**src/rtl/rmq_sqrt_pipe.sv**
```systemverilog
// Pipelined integer square root, one root bit per stage, several lanes in step.
module rmq_sqrt_pipe #(
  parameter int unsigned IN_W   = 32,
  parameter int unsigned LANES  = 1,
  parameter int unsigned SIDE_W = 1
) (
  input  logic                 clk_i,
  input  logic                 rst_ni,
  input  logic                 valid_i,
  input  logic [IN_W-1:0]      rad_i [LANES],
  input  logic [SIDE_W-1:0]    side_i,
  output logic                 valid_o,
  output logic [IN_W/2-1:0]    root_o [LANES],
  output logic [SIDE_W-1:0]    side_o
);
  localparam int unsigned OUT_W = IN_W / 2;
  localparam int unsigned REM_W = OUT_W + 2;

  logic              vld_s  [1:OUT_W];
  logic [SIDE_W-1:0] side_s [1:OUT_W];
  logic [IN_W-1:0]   rad_s  [1:OUT_W][LANES];
  logic [REM_W-1:0]  rem_s  [1:OUT_W][LANES];
  logic [OUT_W-1:0]  root_s [1:OUT_W][LANES];

  for (genvar k = 0; k < OUT_W; k++) begin : g_stage
    logic              cur_vld;
    logic [SIDE_W-1:0] cur_side;

    if (k == 0) begin : g_first
      assign cur_vld  = valid_i;
      assign cur_side = side_i;
    end else begin : g_next
      assign cur_vld  = vld_s[k];
      assign cur_side = side_s[k];
    end

    always_ff @(posedge clk_i or negedge rst_ni) begin
      if (!rst_ni) begin
        vld_s[k+1] <= 1'b0;
      end else begin
        vld_s[k+1] <= cur_vld;
      end
    end

    always_ff @(posedge clk_i) begin
      side_s[k+1] <= cur_side;
    end

    for (genvar l = 0; l < LANES; l++) begin : g_lane
      logic [IN_W-1:0]  cur_rad;
      logic [REM_W-1:0] cur_rem;
      logic [OUT_W-1:0] cur_root;
      logic [REM_W-1:0] rem_sh;
      logic [REM_W-1:0] trial;

      if (k == 0) begin : g_first
        assign cur_rad  = rad_i[l];
        assign cur_rem  = '0;
        assign cur_root = '0;
      end else begin : g_next
        assign cur_rad  = rad_s[k][l];
        assign cur_rem  = rem_s[k][l];
        assign cur_root = root_s[k][l];
      end

      // bring down the next two radicand bits, try root*4+1
      assign rem_sh = {cur_rem[REM_W-3:0], cur_rad[IN_W-1 -: 2]};
      assign trial  = {cur_root, 2'b01};

      always_ff @(posedge clk_i) begin
        rad_s[k+1][l] <= cur_rad << 2;
        if (rem_sh >= trial) begin
          rem_s[k+1][l]  <= rem_sh - trial;
          root_s[k+1][l] <= {cur_root[OUT_W-2:0], 1'b1};
        end else begin
          rem_s[k+1][l]  <= rem_sh;
          root_s[k+1][l] <= {cur_root[OUT_W-2:0], 1'b0};
        end
      end
    end
  end

  assign valid_o = vld_s[OUT_W];
  assign side_o  = side_s[OUT_W];
  assign root_o  = root_s[OUT_W];

endmodule

```
**config.mk**
```make
export PLATFORM = sky130hd
export DESIGN_NAME = rmq_sqrt_pipe
export DESIGN_NICKNAME = d
export VERILOG_FILES = /design/src/rtl/rmq_sqrt_pipe.sv
export SDC_FILE = /design/constraint.sdc
export NUM_CORES = 1
export LEC_CHECK = 0
export ABC_AREA = 1
export BUFFER_PORTS_ARGS = -buffer_cell sky130_fd_sc_hd__buf_2
export CAP_MARGIN = 15
export CORE_ASPECT_RATIO = 1.5
export CORE_MARGIN = 2
export CORE_UTILIZATION = 65
export CTS_CLUSTER_SIZE = 14
export DETAILED_ROUTE_END_ITERATION = 7
export PLACE_DENSITY_LB_ADDON = 0.15
export SYNTH_ARGS = -nofsm -noshare
export SYNTH_HDL_FRONTEND = slang
export SYNTH_SLANG_ARGS = --single-unit
```
**constraint.sdc**
```tcl
create_clock -name clk_i -period 3.7 [get_ports clk_i]
set_clock_uncertainty 0.05 [all_clocks]
set_input_delay 0.185 -clock clk_i [delete_from_list [all_inputs] [get_ports clk_i]]
set_output_delay 0.185 -clock clk_i [all_outputs]
set_load 0.005 [all_outputs]
```
==> summary.md, run 1 <==
| Metric | Value |
|---|---|
| Status | `finished, final reports clean` |
| # nets final | `3,566` |
| Final setup viols | `0` |
| Worst Hold Path Cells | `2` |
| Seq/Total Area, Yosys | `0.498` |
| Met2 routed WL | `32,500 um` |
| Max Used Layer | `met4` |
| Largest net degree at the start of global routing | `23` |
| R2R cell count | `8` |
| Clock Latency Late Sink | `610 ps` |
| DRT antenna net count | `0` |
| Synthesized area per cell | `7.87 sq um` |
| Avg WL per Cell | `15.8 um` |
| Synth Area in Compound Gates | `0.0456` |
| # diodes | `0` |
| Final Slew Violations | `0` |
| F_max | `0.400 GHz` |
| Asr flop ratio synth | `0.0253` |
| CTS Buffer Depth | `3` |
| Main synth FF type | `dfxtp_1` |
| First-pass GRT wire length | `98,800 um` |
| Setup CP Type | `reg2reg` |
| Most common cell after layout, fill and taps aside | `nand2_1` |
| Syn. warnings | `0` |
| Post-Syn Area | `25,600 sq um` |
| Root Driver | `clkbuf_16` |
| Tmin final | `2500 ps` |
| Peak supply drop | `735 uV` |
| Max-cap violations | `0` |
| Slowest cell on crit path | `nor2_2` |
| CP required | `4070 ps` |
| Slowest cell delay on critical path | `660 ps` |
| Cells after Synth | `3,250` |
| WL met3 | `2480 um` |
| Core area | `39,100 sq um` |
| Clock Pin Slew Worst Setup and Hold Paths | `70 ps` |
| IO Count | `54` |
| Metal-1 WL | `23,000 um` |
| Seq cells post-synth | `632` |
| PortBufs | `53` |
| Initial antenna violation count | `0` |
| Crit path launch type | `flop` |
| Final core utilization | `0.731` |
| DRC Markers | `0` |
| Cell chain of the critical path | `inv_1 -> ha_1 -> a21oi_1 -> nand3_1 -> nand2_1 -> nand2_1 -> nor2_2 -> o21ai_0` |
| Fraction of layout cells with a size suffix above 1 | `0.0647` |
| Number of global-route vias before repair | `20,500` |
| GPL Wtd Cong | `0.993` |
| Most frequent cells in the layout | `nand2_1, dfxtp_1, inv_1` |
| Main combinational cell family by area after synthesis | `simple AND/OR/NAND/NOR gates` |
| Worst Path Max Fanout | `21` |
| Pwr/cell area | `737 nW/um^2` |
| Detailed-router iteration count before antenna repair | `6` |
| CP Buf/Inv Count | `1` |
| Relative slew slack | `0.430` |
| DRT iter0 DRCs | `1,472` |
| Top delay family on crit path | `simple AND/OR/NAND/NOR gates` |
| TritonCTS clock tree | `built` |
| Die Footprint | `41,000 sq um` |
| Total track usage | `0.299` |
| DRT Wirelength | `61,700 um` |
| Row count | `89` |
| Vias per cell | `5.20` |
| Synth Net Count | `3,438` |
| Worst-margin pin slew | `854 ps` |
| Via count | `20,400` |
| Final period util | `0.675` |
| Mux share of post-synthesis cell area | `0` |
| H-tree depth | `2` |
| Most frequent CP cell | `nand2_1` |
| Adder-cell share of the synthesized area | `0.0744` |
| Starting Density | `0.654` |
| Synth Area in Simple Gates | `0.259` |
| CP arrival | `2870 ps` |
| Detailed Place HPWL | `46,300 um` |
| Final instance area | `28,600 sq um` |
| Synth unique cells | `42` |
| Hold Slack | `137 ps` |
| Clk sinks | `632` |
| Filler instances | `3,003` |
| Number of synthesized flops with an enable pin | `0` |
| Leak Pwr | `0.0154 uW` |
| P&R area growth vs syn | `11.7%` |
| # Post-CTS Setup Buffers | `0` |
| Overflow after GRT | `0` |
| RSZ-0062 raised after global routing | `no` |
| Dpl cell area | `26,300 sq um` |
| Die H | `247 um` |
| Crit end category | `flop` |
| WP depth | `8` |
| Post-Synth XOR/XNOR Area | `0.0301` |
| TritonCTS buffer count | `57` |
| DIE WIDTH | `166 um` |
| Hold crit path type | `in2reg` |
| Sum Neg Setup Slack | `0 ps` |
| Count of final hold-check violations | `0` |
==> cell usage after synthesis (20+ instances only) <==
| cell | n | area (sq um) |
|---|---|---|
| a21oi_1 | 105 | 526 |
| dfxtp_1 | 616 | 12300 |
| ha_1 | 152 | 1900 |
| inv_1 | 557 | 2090 |
| nand2_1 | 965 | 3620 |
| nand3_1 | 213 | 1070 |
| nand3b_1 | 20 | 150 |
| nand4_1 | 47 | 294 |
| nor2_1 | 209 | 785 |
| nor3_1 | 37 | 185 |
| o21ai_0 | 66 | 330 |
| xnor2_1 | 35 | 307 |
| xor2_1 | 53 | 464 |
==> per-stage QoR <==
step / setup WS (ps) / instances / power [uW]
floorplan: 1990 / 3250 / 13300
global placement: 1340 / 3782 / 14800
detailed placement: 1260 / 3782 / 15000
CTS: 1210 / 3917 / 21100
global route: 974 / 3917 / 22300
finish: 1200 / 3917 / 21100
==> power by group <==
group	internal (uW)	switching, uW	total (uW)
Combinational	2110	3890	6010
Sequential	8110	971	9080
Clock	3450	2520	5970
==> final timing paths <==
path	start	slack, ps	to
min	side_i	140	side_s[0][1]
max in group asynchronous	rst_ni	2440	valid_o
min reg2reg	rad_s[0][326]	270	rad_s[0][358]
max	root_s[0][83]	1200	rem_s[0][114]
max reg2reg	root_s[0][83]	1200	rem_s[0][114]
min in group asynchronous	rst_ni	670	g_stage[14].cur_vld
==> area by class of cell <==
| type | count | area [sq um] | share of cell area |
|---|---|---|---|
| Clock inverter | 18 | 324 | 0.0113 |
| Clock buffer | 80 | 1600 | 0.0561 |
| Tap cell | 500 | 626 | 0.0219 |
| Timing Repair Buffer | 93 | 658 | 0.0230 |
| Inverter | 574 | 2150 | 0.0754 |
| Multi-Input combinational cell | 2020 | 10500 | 0.367 |
| Sequential cell | 632 | 12700 | 0.446 |
==> per-layer routing <==
layer | up-vias | track usage
met3 | 224 | 0.0331
met1 | 9178 | 0.312
met2 | 685 | 0.577
met5 | - | 0
met4 | 0 | 0.173
li1 | 10300 | -
==> worst register-to-register path, stage by stage, from the launching register on <==
cell and delay, ps:
dfxtp_1 330, inv_1 50, ha_1 320, a21oi_1 250, nand3_1 180, nand2_1 120
nand2_1 80, nor2_2 660, o21ai_0 260
==> registers in the layout, indices dropped and copies added, names as in the netlist <==
signal,count
rem_s,224
root_s,136
rad_s,240
valid_o,1
side_s,16
g_stage.cur_vld,15
==> kinds of logic (layout without fill, tap and decap cells) <==
kind of cell / after synthesis / in the layout
buffers and inverters: 598 / 765
DFF: 632 / 632
and+or+nand+nor: 1564 / 1564
other: 1 / 1
xor gates and xnor gates: 88 / 88
adders and majority gates: 152 / 152
AOI/OAI and AO/OA: 215 / 215
==> repair_timing <==
action / in CTS / in global routing
endpoints found under the hold margin: 51 / 0
gates resized for setup: 0 / 0
hold buffers: 37 / 0
(Power assumes the default switching activity.)
==> run 2, diff against run 1 <==
--- a/config.mk
+++ b/config.mk
@@ -10,7 +10,7 @@
 export CAP_MARGIN = 15
 export CORE_ASPECT_RATIO = 1.5
 export CORE_MARGIN = 2
-export CORE_UTILIZATION = 65
+export CORE_UTILIZATION = 56
 export CTS_CLUSTER_SIZE = 14
 export DETAILED_ROUTE_END_ITERATION = 7
 export PLACE_DENSITY_LB_ADDON = 0.15
==> constraint.sdc (replaced) <==
create_clock -name clk_i -period 2.2 [get_ports clk_i]
set_clock_uncertainty 0.05 [all_clocks]
set_input_delay 0.11 -clock clk_i [delete_from_list [all_inputs] [get_ports clk_i]]
set_output_delay 0.11 -clock clk_i [all_outputs]
set_load 0.005 [all_outputs]
==> summary.md, run 2 (synthesis gave the netlist of run 1 again) <==
| Metric | Value |
|---|---|
| Status | `finished, final reports clean` |
| Max reg flops | `240` |
| Total track usage | `0.251` |
| CP arrival | `2570 ps` |
| Largest registers | `rad_s: 240 flops, rem_s: 224 flops, root_s: 136 flops` |
| DRT antenna net count | `0` |
| Clock Power Share | `0.264` |
| # nets final | `3,606` |
| Most common cell after layout, fill and taps aside | `nand2_1` |
| Worst-margin pin slew | `690 ps` |
| Die Footprint | `47,400 sq um` |
| Internal cell power | `22,500 uW` |
| # diodes | `0` |
| Starting Density | `0.569` |
| Leak Pwr | `0.0155 uW` |
| DRC Markers | `0` |
| Fraction of layout cells with a size suffix above 1 | `0.0781` |
| TritonCTS clock tree | `built` |
| Reg power frac | `0.437` |
| Switch Pwr | `12,200 uW` |
| F_max | `0.484 GHz` |
| Clock Latency Late Sink | `600 ps` |
| Row count | `95` |
| Reg with most FFs | `rad_s` |
| Peak supply drop | `971 uV` |
| First-pass GRT wire length | `94,900 um` |
| Final instance area | `28,900 sq um` |
| Most frequent cells in the layout | `nand2_1, dfxtp_1, inv_1` |
| Die H | `266 um` |
| Crit end category | `flop` |
| Sum Neg Setup Slack | `0 ps` |
| DRT Wirelength | `58,500 um` |
| IO Count | `54` |
| Number of global-route vias before repair | `20,000` |
| Count of final hold-check violations | `0` |
| Core area | `44,900 sq um` |
| DRT iter0 DRCs | `960` |
| Final core utilization | `0.642` |
| Clk sinks | `632` |
| Worst Path Max Fanout | `18` |
| Clock Pin Slew Worst Setup and Hold Paths | `60 ps` |
| Final setup viols | `0` |
| Via count | `19,800` |
| Detailed Place HPWL | `46,400 um` |
| Tot Pwr | `34,700 uW` |
| Crit path launch type | `flop` |
| Root Driver | `clkbuf_16` |
| Max-cap violations | `0` |
| Switch share | `0.352` |
| Pwr/cell area | `1200 nW/um^2` |
| P&R area growth vs syn | `12.8%` |
| CTS Buffer Depth | `3` |
| Final period util | `0.939` |
| PortBufs | `53` |
| Hold crit path type | `in2reg` |
| Detailed-router iteration count before antenna repair | `5` |
| Dpl cell area | `26,600 sq um` |
| DIE WIDTH | `178 um` |
| GPL Wtd Cong | `0.940` |
| TritonCTS buffer count | `57` |
| Initial antenna violation count | `0` |
| Avg WL per Cell | `14.5 um` |
| CP required | `2700 ps` |
| Setup CP Type | `reg2reg` |
| Overflow after GRT | `0` |
| Tmin final | `2070 ps` |
| Final Slew Violations | `0` |
| Relative slew slack | `0.539` |
| Combinational power share | `0.299` |
| Largest net degree at the start of global routing | `23` |
| H-tree depth | `2` |
| Vias per cell | `4.91` |
-- run 2: area by class of cell --
| cell class | count | area (sq um) |
|---|---|---|
| timing repair buffer | 132 | 988 |
| tap | 582 | 728 |
| fill | 3999 | 16100 |
| inverter | 574 | 2160 |
| sequential | 632 | 12700 |
| multi-input combinational | 2021 | 10500 |
| clock buffer | 75 | 1520 |
| clock inverter | 21 | 201 |
-- run 2: stage by stage --
stage	setup WS (ps)	hold slack (ps)	cells
5_1_grt	-10.4	73.8	4037
6_report	134	90.4	4037
4_1_cts	8.14	49.8	4029
3_5_place_dp	-114	-20.9	3896
3_3_place_gp	-73.6	-36.9	3896
2_1_floorplan	492	-236	3250
-- run 2: what timing repair did --
action / in CTS / in global routing
hold endpoints to repair: 51 / 0
pin swaps: 0 / 2
buffers inserted: 0 / 7
endpoints found under the setup margin: 18 / 46
hold buffers: 37 / 0
gates resized for setup: 3 / 12
gates cloned: 0 / 1
-- run 2: worst max-delay path, stage by stage (launching register included) --
cell     delay, ps
dfxtp_1        420
inv_1           70
ha_1           360
nand2_1        130
nor2_1         190
nand3_1        150
nand3_2        130
nand2_4        110
nand2_4        210
nand3_1        100
nand2_1         70
-- run 2: worst paths after layout --
| check | slack [ps] | from | end | cells after the start |
|---|---|---|---|---|
| max in group asynchronous | 1090 | rst_ni | g_stage[2].cur_vld | 3 |
| max | 130 | root_s[0][227] | rem_s[0][279] | 10 |
| min | 90 | rad_i[3] | rad_s[0][33] | 2 |
| max reg2reg | 130 | root_s[0][227] | rem_s[0][279] | 10 |
| min reg2reg | 250 | rad_s[0][326] | rad_s[0][358] | 0 |
| min in group asynchronous | 570 | rst_ni | g_stage[4].cur_vld | 3 |
-- run 2: per-layer routing --
metal | wire length (um) | global-route usage
met5 | 0 | 0
met2 | 30400 | 0.471
met3 | 1720 | 0.0300
met1 | 23200 | 0.268
met4 | 3290 | 0.138
-- run 2: power groups by stage --
stage	combinational [uW]	clock, uW	sequential (uW)
2_1_floorplan	7680	0	14700
3_5_place_dp	10100	0	15400
5_1_grt	11900	9830	15400
6_report	10400	9160	15200
4_1_cts	10300	9390	15200
3_3_place_gp	10000	0	15400
